## src/hw/rtl/sha256_pkg.sv

```systemverilog
// ----------------------------------------------------------------------------
// SHA-256 package
// Shared types, constants and round functions for the SHA-256 stream hasher.
// ----------------------------------------------------------------------------
package sha256_pkg;

  typedef enum logic [2:0] {
    ST_IDLE,
    ST_INIT,
    ST_ROUND,
    ST_ADD,
    ST_PAD,
    ST_OUT
  } state_e;

  localparam logic [7:0]  PadByte   = 8'h80;
  localparam logic [5:0]  LenOffset = 6'd56;

  localparam logic [31:0] HashInit [8] = '{
    32'h6a09e667, 32'hbb67ae85, 32'h3c6ef372, 32'ha54ff53a,
    32'h510e527f, 32'h9b05688c, 32'h1f83d9ab, 32'h5be0cd19
  };

  localparam logic [31:0] RoundK [64] = '{
    32'h428a2f98, 32'h71374491, 32'hb5c0fbcf, 32'he9b5dba5,
    32'h3956c25b, 32'h59f111f1, 32'h923f82a4, 32'hab1c5ed5,
    32'hd807aa98, 32'h12835b01, 32'h243185be, 32'h550c7dc3,
    32'h72be5d74, 32'h80deb1fe, 32'h9bdc06a7, 32'hc19bf174,
    32'he49b69c1, 32'hefbe4786, 32'h0fc19dc6, 32'h240ca1cc,
    32'h2de92c6f, 32'h4a7484aa, 32'h5cb0a9dc, 32'h76f988da,
    32'h983e5152, 32'ha831c66d, 32'hb00327c8, 32'hbf597fc7,
    32'hc6e00bf3, 32'hd5a79147, 32'h06ca6351, 32'h14292967,
    32'h27b70a85, 32'h2e1b2138, 32'h4d2c6dfc, 32'h53380d13,
    32'h650a7354, 32'h766a0abb, 32'h81c2c92e, 32'h92722c85,
    32'ha2bfe8a1, 32'ha81a664b, 32'hc24b8b70, 32'hc76c51a3,
    32'hd192e819, 32'hd6990624, 32'hf40e3585, 32'h106aa070,
    32'h19a4c116, 32'h1e376c08, 32'h2748774c, 32'h34b0bcb5,
    32'h391c0cb3, 32'h4ed8aa4a, 32'h5b9cca4f, 32'h682e6ff3,
    32'h748f82ee, 32'h78a5636f, 32'h84c87814, 32'h8cc70208,
    32'h90befffa, 32'ha4506ceb, 32'hbef9a3f7, 32'hc67178f2
  };

  typedef struct packed {
    logic [7:0] data_byte;
    logic       carries_byte;
    logic       finish;
  } in_item_t;

  typedef struct packed {
    logic [31:0] digest_word;
    logic [2:0]  word_index;
    logic        last_word;
  } out_item_t;

  function automatic logic [31:0] rotr(input logic [31:0] x, input int unsigned n);
    rotr = (x >> n) | (x << (32 - n));
  endfunction

  function automatic logic [31:0] small_sig0(input logic [31:0] x);
    small_sig0 = rotr(x, 7) ^ rotr(x, 18) ^ (x >> 3);
  endfunction

  function automatic logic [31:0] small_sig1(input logic [31:0] x);
    small_sig1 = rotr(x, 17) ^ rotr(x, 19) ^ (x >> 10);
  endfunction

  function automatic logic [31:0] big_sig0(input logic [31:0] x);
    big_sig0 = rotr(x, 2) ^ rotr(x, 13) ^ rotr(x, 22);
  endfunction

  function automatic logic [31:0] big_sig1(input logic [31:0] x);
    big_sig1 = rotr(x, 6) ^ rotr(x, 11) ^ rotr(x, 25);
  endfunction

endpackage

```

## src/hw/rtl/sha256_if.sv

```systemverilog
// ----------------------------------------------------------------------------
// SHA-256 stream interfaces
// Valid/ready channels for input items and digest words.
// ----------------------------------------------------------------------------
interface sha256_in_if;
  logic                  valid;
  logic                  ready;
  sha256_pkg::in_item_t  payload;
  modport source (output valid, output payload, input ready);
  modport sink   (input valid, input payload, output ready);
endinterface

interface sha256_out_if;
  logic                  valid;
  logic                  ready;
  sha256_pkg::out_item_t payload;
  modport source (output valid, output payload, input ready);
  modport sink   (input valid, input payload, output ready);
endinterface

```

## src/hw/rtl/sha256_stream_hasher.sv

```systemverilog
// ----------------------------------------------------------------------------
// SHA-256 stream hasher
// Byte-serial SHA-256 with one shared round datapath.
// ----------------------------------------------------------------------------
// Byte items are taken one per cycle while idle; the 64th byte of a block starts the
// compression: a load step, 64 rounds over the single shared round
// unit with a rolling 16-word message schedule, and a fold into
// the chaining hash (not ready meanwhile). A finishing item pads
// one byte per cycle (a second block when the length spills into it)
// and then shows eight digest words, one per accepted request.
module sha256_stream_hasher (
  input  logic         clk_i,
  input  logic         rst_ni,
  sha256_in_if.sink    in_i,
  sha256_out_if.source out_o
);

  sha256_pkg::state_e state_q, state_d;

  logic [31:0] hash_q [8];
  logic [31:0] work_q [8];
  logic [31:0] w_q [16];
  logic [5:0]  fill_q;
  logic [63:0] bits_q, len_q;
  logic [5:0]  rnd_q;
  logic        fin_q;
  logic [2:0]  oidx_q;
  logic        pad_mode_q; // message is being padded
  logic        spill_q;    // pad byte landed in the length field

  // one byte to write into the block this cycle
  logic        wr_en;
  logic [7:0]  wr_byte;
  logic [31:0] t1, t2, w_new;
  logic [2:0]  len_sel;

  assign t1 = work_q[7] + sha256_pkg::big_sig1(work_q[4])
            + ((work_q[4] & work_q[5]) ^ (~work_q[4] & work_q[6]))
            + sha256_pkg::RoundK[rnd_q] + w_q[0];
  assign t2 = sha256_pkg::big_sig0(work_q[0])
            + ((work_q[0] & work_q[1]) ^ (work_q[0] & work_q[2]) ^ (work_q[1] & work_q[2]));
  assign w_new = w_q[0] + sha256_pkg::small_sig0(w_q[1]) + w_q[9]
               + sha256_pkg::small_sig1(w_q[14]);
  assign len_sel = fill_q[2:0];

  always_comb begin
    wr_en   = 1'b0;
    wr_byte = in_i.payload.data_byte;
    unique case (state_q)
      sha256_pkg::ST_IDLE: wr_en = in_i.valid && in_i.payload.carries_byte;
      sha256_pkg::ST_PAD: begin
        wr_en = 1'b1;
        priority if (fin_q) begin
          wr_byte = sha256_pkg::PadByte;
        end else if (fill_q >= sha256_pkg::LenOffset && !spill_q) begin
          wr_byte = len_q[{3'd7 - len_sel, 3'b000} +: 8];
        end else begin
          wr_byte = 8'h00;
        end
      end
      default: ;
    endcase
  end

  // next state
  always_comb begin
    state_d = state_q;
    unique case (state_q)
      sha256_pkg::ST_IDLE: begin
        if (in_i.valid) begin
          priority if (wr_en && fill_q == 6'd63) state_d = sha256_pkg::ST_INIT;
          else if (in_i.payload.finish)         state_d = sha256_pkg::ST_PAD;
        end
      end
      sha256_pkg::ST_PAD:   if (fill_q == 6'd63) state_d = sha256_pkg::ST_INIT;
      sha256_pkg::ST_INIT:  state_d = sha256_pkg::ST_ROUND;
      sha256_pkg::ST_ROUND: if (rnd_q == 6'd63) state_d = sha256_pkg::ST_ADD;
      sha256_pkg::ST_ADD: begin
        // idle mid-message; pad again if the pad byte is pending or the length spilled, else output
        priority if (!pad_mode_q)     state_d = sha256_pkg::ST_IDLE;
        else if (fin_q || spill_q)    state_d = sha256_pkg::ST_PAD;
        else                          state_d = sha256_pkg::ST_OUT;
      end
      sha256_pkg::ST_OUT: if (out_o.ready && oidx_q == 3'd7) state_d = sha256_pkg::ST_IDLE;
      default: state_d = sha256_pkg::ST_IDLE;
    endcase
  end

  // outputs
  always_comb begin
    in_i.ready                  = (state_q == sha256_pkg::ST_IDLE);
    out_o.valid                 = (state_q == sha256_pkg::ST_OUT);
    out_o.payload.digest_word   = hash_q[oidx_q];
    out_o.payload.word_index    = oidx_q;
    out_o.payload.last_word     = (oidx_q == 3'd7);
  end

  always_ff @(posedge clk_i or negedge rst_ni) begin
    if (!rst_ni) begin
      state_q    <= sha256_pkg::ST_IDLE;
      fill_q     <= '0;
      bits_q     <= '0;
      len_q      <= '0;
      fin_q      <= 1'b0;
      pad_mode_q <= 1'b0;
      spill_q    <= 1'b0;
      rnd_q      <= '0;
      oidx_q     <= '0;
      hash_q     <= sha256_pkg::HashInit;
    end else begin
      state_q <= state_d;
      if (wr_en) begin
        w_q[fill_q[5:2]][{2'd3 - fill_q[1:0], 3'b000} +: 8] <= wr_byte;
        fill_q <= fill_q + 6'd1;
      end
      unique case (state_q)
        sha256_pkg::ST_IDLE: begin
          if (in_i.valid) begin
            if (in_i.payload.carries_byte) bits_q <= bits_q + 64'd8;
            if (in_i.payload.finish) begin
              fin_q      <= 1'b1;
              pad_mode_q <= 1'b1;
              len_q      <= in_i.payload.carries_byte ? bits_q + 64'd8 : bits_q;
            end
          end
        end
        sha256_pkg::ST_PAD: begin
          if (fin_q) begin
            fin_q <= 1'b0;
            if (fill_q >= sha256_pkg::LenOffset) spill_q <= 1'b1;
          end
        end
        sha256_pkg::ST_INIT: begin
          work_q <= hash_q;
          rnd_q  <= '0;
        end
        sha256_pkg::ST_ROUND: begin
          work_q[7] <= work_q[6];
          work_q[6] <= work_q[5];
          work_q[5] <= work_q[4];
          work_q[4] <= work_q[3] + t1;
          work_q[3] <= work_q[2];
          work_q[2] <= work_q[1];
          work_q[1] <= work_q[0];
          work_q[0] <= t1 + t2;
          for (int i = 0; i < 15; i++) w_q[i] <= w_q[i + 1];
          w_q[15] <= w_new;
          rnd_q   <= rnd_q + 6'd1;
        end
        sha256_pkg::ST_ADD: begin
          for (int i = 0; i < 8; i++) hash_q[i] <= hash_q[i] + work_q[i];
          oidx_q  <= '0;
          spill_q <= 1'b0;
        end
        sha256_pkg::ST_OUT: begin
          if (out_o.ready) begin
            oidx_q <= oidx_q + 3'd1;
            if (oidx_q == 3'd7) begin
              hash_q     <= sha256_pkg::HashInit;
              bits_q     <= '0;
              pad_mode_q <= 1'b0;
            end
          end
        end
        default: ;
      endcase
    end
  end

endmodule

```

## src/flat_wrapper.sv

```systemverilog
// flat-port wrapper written by rule: the top's interface ports become plain ports
module sha256_stream_hasher_flat 
  (clk_i, rst_ni, in_i_valid, in_i_payload, in_i_ready, out_o_valid, out_o_payload, out_o_ready);
  sha256_in_if in_i_i ();
  sha256_out_if out_o_i ();
  input  logic clk_i;
  input  logic rst_ni;
  input wire logic [$bits(in_i_i.valid)-1:0] in_i_valid;
  input wire logic [$bits(in_i_i.payload)-1:0] in_i_payload;
  output wire logic [$bits(in_i_i.ready)-1:0] in_i_ready;
  output wire logic [$bits(out_o_i.valid)-1:0] out_o_valid;
  output wire logic [$bits(out_o_i.payload)-1:0] out_o_payload;
  input wire logic [$bits(out_o_i.ready)-1:0] out_o_ready;
  assign in_i_i.valid = in_i_valid;
  assign in_i_i.payload = in_i_payload;
  assign in_i_ready = in_i_i.ready;
  assign out_o_valid = out_o_i.valid;
  assign out_o_payload = out_o_i.payload;
  assign out_o_i.ready = out_o_ready;
  sha256_stream_hasher u_core (.clk_i(clk_i), .rst_ni(rst_ni), .in_i(in_i_i), .out_o(out_o_i));
endmodule
```

## config.mk

```make
export PLATFORM = sky130hd
export DESIGN_NAME = sha256_stream_hasher_flat
export DESIGN_NICKNAME = d
export VERILOG_FILES = /design/src/hw/rtl/sha256_pkg.sv /design/src/hw/rtl/sha256_if.sv /design/src/hw/rtl/sha256_stream_hasher.sv /design/src/flat_wrapper.sv
export SDC_FILE = /design/constraint.sdc
export NUM_CORES = 2
export LEC_CHECK = 0
export BUFFER_PORTS_ARGS = -buffer_cell sky130_fd_sc_hd__buf_4
export CORE_MARGIN = 5
export CORE_UTILIZATION = 62
export DETAILED_ROUTE_END_ITERATION = 6
export MAX_ROUTING_LAYER = met4
export PLACE_DENSITY_LB_ADDON = 0.05
export SKIP_CTS_REPAIR_TIMING = 1
export SLEW_MARGIN = 10
export SYNTH_ARGS = -nofsm -noshare
export SYNTH_HDL_FRONTEND = slang
export SYNTH_SLANG_ARGS = --single-unit
```

## constraint.sdc

```tcl
create_clock -name clk_i -period 20.8 [get_ports clk_i]
set_input_delay 2.08 -clock clk_i [delete_from_list [all_inputs] [get_ports clk_i]]
set_output_delay 2.08 -clock clk_i [all_outputs]
set_load 0.005 [all_outputs]
```

Word-level counts from Yosys, hierarchy flattened --
Memories as Yosys holds them, arrays and structs flattened. Index checks and enable logic that the tools add are counted.
Storage, ports and cells: bits in writable memories 512, memories 2, input port bits 14, bits in read-only memories 2048, output and inout bits 38, flip-flop bits (word level) 661, logic and storage cells 175
Cells by class: order comparisons 3, eq/ne operators 18, reduce and logical (&&, ||, !) cells 24, add/sub/neg operators 25, multiplexer cells 46, bitwise logic cells 29, shifts and indexed selects 3
Memories:
- (name not given) | words 64, bits a word 32, rd ports 1, clocked after memory_dff 0, write ports 0, line sha256_stream_hasher.sv:39 | + sha256_pkg::RoundK[rnd_q] + w_q[0];
- u_core.w_q | words 16, bits a word 32, rd ports 16, clocked after memory_dff 0, write ports 16, line sha256_stream_hasher.sv:22 | logic [31:0] w_q [16];
Operators with widths (number):
- 256-bit case mux with 2 select lines | 2
- 32-bit adder | 18
- 256-bit two-way mux | 2
- 32-bit XOR | 9
- 64-bit two-way mux | 4
- 32-bit two-way mux | 7
- 32-bit AND | 5
- 64-bit case mux with 2 select lines | 1
- 32-bit binary-select mux with 3-bit select | 1
- 64-bit by 4-bit adder with 64-bit output, second input constant | 1
- 64-bit by 7-bit variable part select with 8-bit output | 1
- 32-bit NOT | 1
- 10-bit by 32-bit OR with 32-bit output | 1
- 13-bit by 32-bit OR with 32-bit output | 1
- 14-bit by 32-bit OR with 32-bit output | 1
- 15-bit by 32-bit OR with 32-bit output | 1
- 19-bit by 32-bit OR with 32-bit output | 1
- 21-bit by 32-bit OR with 32-bit output | 1
- 25-bit by 32-bit OR with 32-bit output | 1
- 26-bit by 32-bit OR with 32-bit output | 1
- 30-bit by 32-bit OR with 32-bit output | 1
- 7-bit by 32-bit OR with 32-bit output | 1
- 32-bit OR reduction | 1
- 8-bit by 7-bit variable shift with 32-bit output, first input constant | 1
- other kinds (37) | 84

Logic depth before layout (Yosys ltp) --
depth in word-level cells 9, depth in mapped cells 43, mapped depth without buffers 42

Worst setup path before layout --
No wires, ideal clock.
path type register to register, from reg u_core.rnd_q[1], to reg u_core.work_q[254] (netlist bit) (data pin), period minus slack after synthesis 8619 ps, buffers on the path 1, arrival time 8355 ps, required time 20536 ps, cell stages (with the launch flop) 41, setup slack 12181 ps, library setup time 264 ps, path through dfrtp_1 > clkinv_1 > ha_1 > clkbuf_1 > nand2_1 > o21ai_0 > a21oi_1 > a211oi_1 > a21oi_1 > fa_1 > inv_1 > fa_1 > inv_1 > fa_1 > inv_1 > ha_1 > a21o_1 > a21oi_1 > [... 5 more ...] > inv_1 > a21oi_1 > o21a_1 > nor3_1 > nor2_1 > fa_1 > ha_1 > a21o_1 > a21o_1 > a21o_1 > a21oi_1 > o21ai_1 > o31a_1 > or3b_1 > a31o_2 > a311oi_2 > xor2_1 > o21ai_1
Between the ends: longest elaborated chain between the ends 8
Ends and longest elaborated chain:
- start: declaration | line sha256_stream_hasher.sv:25 | logic [5:0] rnd_q;
- start signal: assignment | line sha256_stream_hasher.sv:148 | rnd_q <= rnd_q + 6'd1;
- 6-bit NOT with 7-bit output (implied by the code) | line sha256_stream_hasher.sv:39
- memory read 64 x 32 bit
- 32-bit two-way mux (implied by the code) (2 in a row) | line sha256_stream_hasher.sv:39
- 32-bit adder (2 in a row) | line sha256_stream_hasher.sv:39
- 32-bit adder | line sha256_stream_hasher.sv:145 | work_q[0] <= t1 + t2;
- 256-bit case mux with 2 select lines | line sha256_stream_hasher.sv:116 | unique case (state_q)
- end signal: assignment | line sha256_stream_hasher.sv:134 | work_q <= hash_q;
- end: declaration | line sha256_stream_hasher.sv:21 | logic [31:0] work_q [8];
No other way between the ends. The select of a mux whose other input is x is not followed. A chain may end at the register's enable or synchronous reset.

Worst setup path after layout --
from reg u_core.rnd_q[1], to reg u_core.work_q[255] (netlist bit) (data pin)
The elaborated chain is that of the path after synthesis.

==> flow_summary.json <==
{
  "grt_usage_pct": 39.6,
  "n_fill_cell": 9607,
  "cts_max_level": 4,
  "fin_skew_ps": 58.5,
  "worstSetupPathType": "reg2reg",
  "syn-num-nets": 8632,
  "drt-vias-per-instance": 6.50,
  "grt-ovfl-total": 0,
  "cts.sinks": 1167,
  "vias": 62535,
  "slew_headroom_pct": 2.29,
  "maxCapViolCount": 0,
  "dieArea_um2": 131000,
  "arrival_ps": 11840,
  "fin_cells": 9619,
  "ys_ff_latch": 1167,
  "synth_warnings": 0,
  "die_x_um": 362,
  "fin_util_pct": 67.2,
  "worst_path_most_repeated_cell": "fa_1",
  "worst_slew_pin_slew_ps": 1470,
  "grt_max_degree": 246,
  "fmax_ghz": 0.0883,
  "ant_nets": 0,
  "clockBufferDepth": 3,
  "syn_area_um2": 76800,
  "die_y_um": 362,
  "drtIter0Drc": 7921,
  "tritoncts": "done",
  "io-pin-count": 52,
  "synthFlopType": "edfxtp_1",
  "cp-start-kind": "flop",
  "core_area_um2": 123000,
  "max_stage_delay_ps": 910,
  "wl_per_cell_um": 26.5,
  "multi_input_area_um2": 41000,
  "synth-seq-area-share_pct": 43.2,
  "cts_root_buf": "clkbuf_16",
  "outcome": "finished clean",
  "cp-end-kind": "flop",
  "first_pass_iters": 6,
  "avgSynthCellArea_um2": 9.58,
  "grt_pass1_vias": 59177,
  "synthArstFlopShare_pct": 34.2,
  "placed_cells": 9374,
  "ys_types": 102,
  "tns_ps": 0,
  "area_growth_pct": 8.05,
  "post-route-period-util_pct": 54.5,
  "drc": 0,
  "period_minus_slack_ps": 11330,
  "worst_skew_pair.late_latency_ps": 810,
  "dp_hpwl_um": 186000,
  "finalWirelength_um": 255000,
  "antenna_found_initial": 8,
  "grt_pass1_wl_um": 379000,
  "path_clk_slew_ps": 60,
  "numCtsBuffers": 133,
  "hold_violations": 0,
  "synthCells": 8022,
  "io_buffer_count": 51,
  "finalMaxSlewViolations": 0,
  "gp_congestion": 1.05,
  "synth_edf_count": 768,
  "hp-class": "reg2reg",
  "crit_required_ps": 21310,
  "layout.nets": 8482,
  "initial_core_util_pct": 62.2,
  "rsz0062_at_grt": "false",
  "worst_hold_slack_ps": 494,
  "crit_fanout": 20,
  "slowest_stage": "dfrtp_1",
  "rows": 129,
  "finalSetupViolCount": 0,
  "drive_gt1_share_pct": 8.46,
  "seqCellArea_um2": 33200
}
[registers in the layout, summed over array words and instances, names as in the netlist]
name,count
u_core.work_q,256
u_core.len_q,61
u_core.w_q,512
u_core.bits_q,61
u_core.oidx_q,3
u_core.state_q,3
u_core.hash_q,256
u_core.fin_q,1
u_core.spill_q,1
u_core.rnd_q,6
u_core.fill_q,6
u_core.pad_mode_q,1
[worst paths after layout]
| path | from | to | slack (ps) | cells past startpoint |
|---|---|---|---|---|
| max reg2reg | u_core.rnd_q[1]$_DFFE_PN0N_ | u_core.work_q[255]$_DFFE_PP_ | 9470 | 36 |
| min reg2reg | u_core.w_q[15][12]$_DFFE_PP_ | u_core.w_q[14][12]$_DFFE_PP_ | 490 | 2 |
| min | u_core.w_q[15][12]$_DFFE_PP_ | u_core.w_q[14][12]$_DFFE_PP_ | 490 | 2 |
| min in group asynchronous | rst_ni | u_core.hash_q[68]$_DFFE_PN0P_ | 1170 | 1 |
| max | u_core.rnd_q[1]$_DFFE_PN0N_ | u_core.work_q[255]$_DFFE_PP_ | 9470 | 36 |
| max in group asynchronous | rst_ni | u_core.oidx_q[1]$_DFFE_PN0P_ | 16940 | 4 |
[critical path: cells and delay by family (launching register included)]
family / cells / cell delay, ps
and+or+nand+nor: 6 / 1260
buffers and inverters: 4 / 1010
AOI/OAI and AO/OA: 15 / 3990
DFF: 1 / 910
xor gates and xnor gates: 3 / 660
adders and majority gates: 8 / 3200
[final cells by class]
class,instances,area share (%)
Antenna cell,2,0.00603
Clock buffer,188,4.43
Inverter,287,1.30
Clock inverter,55,0.917
Timing Repair Buffer,156,1.50
Sequential cell,1167,40.0
Tap cell,1637,2.47
Multi-Input combinational cell,6127,49.4
[stage by stage]
step / area [µm²] / setup slack, ps
final: 83000 / 9470
after detailed placement: 78600 / 9760
after global placement: 78600 / 9970
after global routing: 83000 / 8890
after CTS: 83000 / 9750
after floorplan: 76800 / 12180
[synth_stat cells (57+ instances only)]
master    instances  area, µm²
o21a_1           60        450
dfstp_2         136       3570
nor2_1          397       1490
nor3_1          116        581
mux4_2           85       1910
a31oi_1          57        357
ha_1            401       5020
o21ai_0         588       2940
inv_1           282       1060
edfxtp_1        768      23100
a21o_1          250       1880
xnor2_1         407       3560
clkbuf_1        399       1500
xor2_1          232       2030
fa_1            195       3900
nand2_1        1842       6910
o31ai_1          68        510
a21oi_1         508       2540
dfrtp_1         263       6580
nand3_1         152        761
[cell usage in the layout (no fill, tap or decap), types with 16 or more instances in the layout]
| cell type | count |
|---|---|
| nand2_1 | 1839 |
| edfxtp_1 | 768 |
| o21ai_0 | 567 |
| a21oi_1 | 508 |
| xnor2_1 | 407 |
| ha_1 | 401 |
| nor2_1 | 395 |
| inv_1 | 282 |
| dfrtp_1 | 257 |
| a21o_1 | 250 |
| xor2_1 | 232 |
| fa_1 | 195 |
| nand3_1 | 150 |
| buf_4 | 150 |
| dfstp_2 | 136 |
| clkbuf_16 | 134 |
| nor3_1 | 113 |
| mux4_2 | 85 |
| o31ai_1 | 68 |
| o21ai_1 | 65 |
| o21a_1 | 60 |
| a31oi_1 | 57 |
| nor2b_1 | 55 |
| nand2b_1 | 55 |
| and3_1 | 47 |
| mux2i_1 | 46 |
| a211oi_1 | 45 |
| clkbuf_1 | 42 |
| mux2_2 | 39 |
| o21bai_1 | 37 |
| nand4_1 | 30 |
| or3_1 | 29 |
| o211ai_1 | 26 |
| maj3_1 | 26 |
| clkinv_1 | 21 |
| and2_1 | 17 |
| or2_2 | 16 |
[logic make-up (layout without fill, tap and decap cells)]
kind of cell	count (synthesis)	count (layout)	synth area share [%]
xor gates and xnor gates	639	639	7.29
DFF	1167	1167	43.2
muxes	170	170	3.66
buffers and inverters	728	686	3.57
AOI/OAI and AO/OA	1884	1884	15.0
other	0	2	0
and+or+nand+nor	2812	2812	15.3
adders and majority gates	622	622	12.0
[per-layer routing]
metal	vias to the layer above	track usage (%)	share of wire, %
li1	27785	-	-
met1	30797	54.3	40
met2	3348	56.6	43
met3	605	9.42	11
met4	0	17.5	5.4
met5	-	-	0
Power is left out: the tool's default activity adds up to more than one toggle a clock period on the data nets, which glitch-free logic cannot reach.
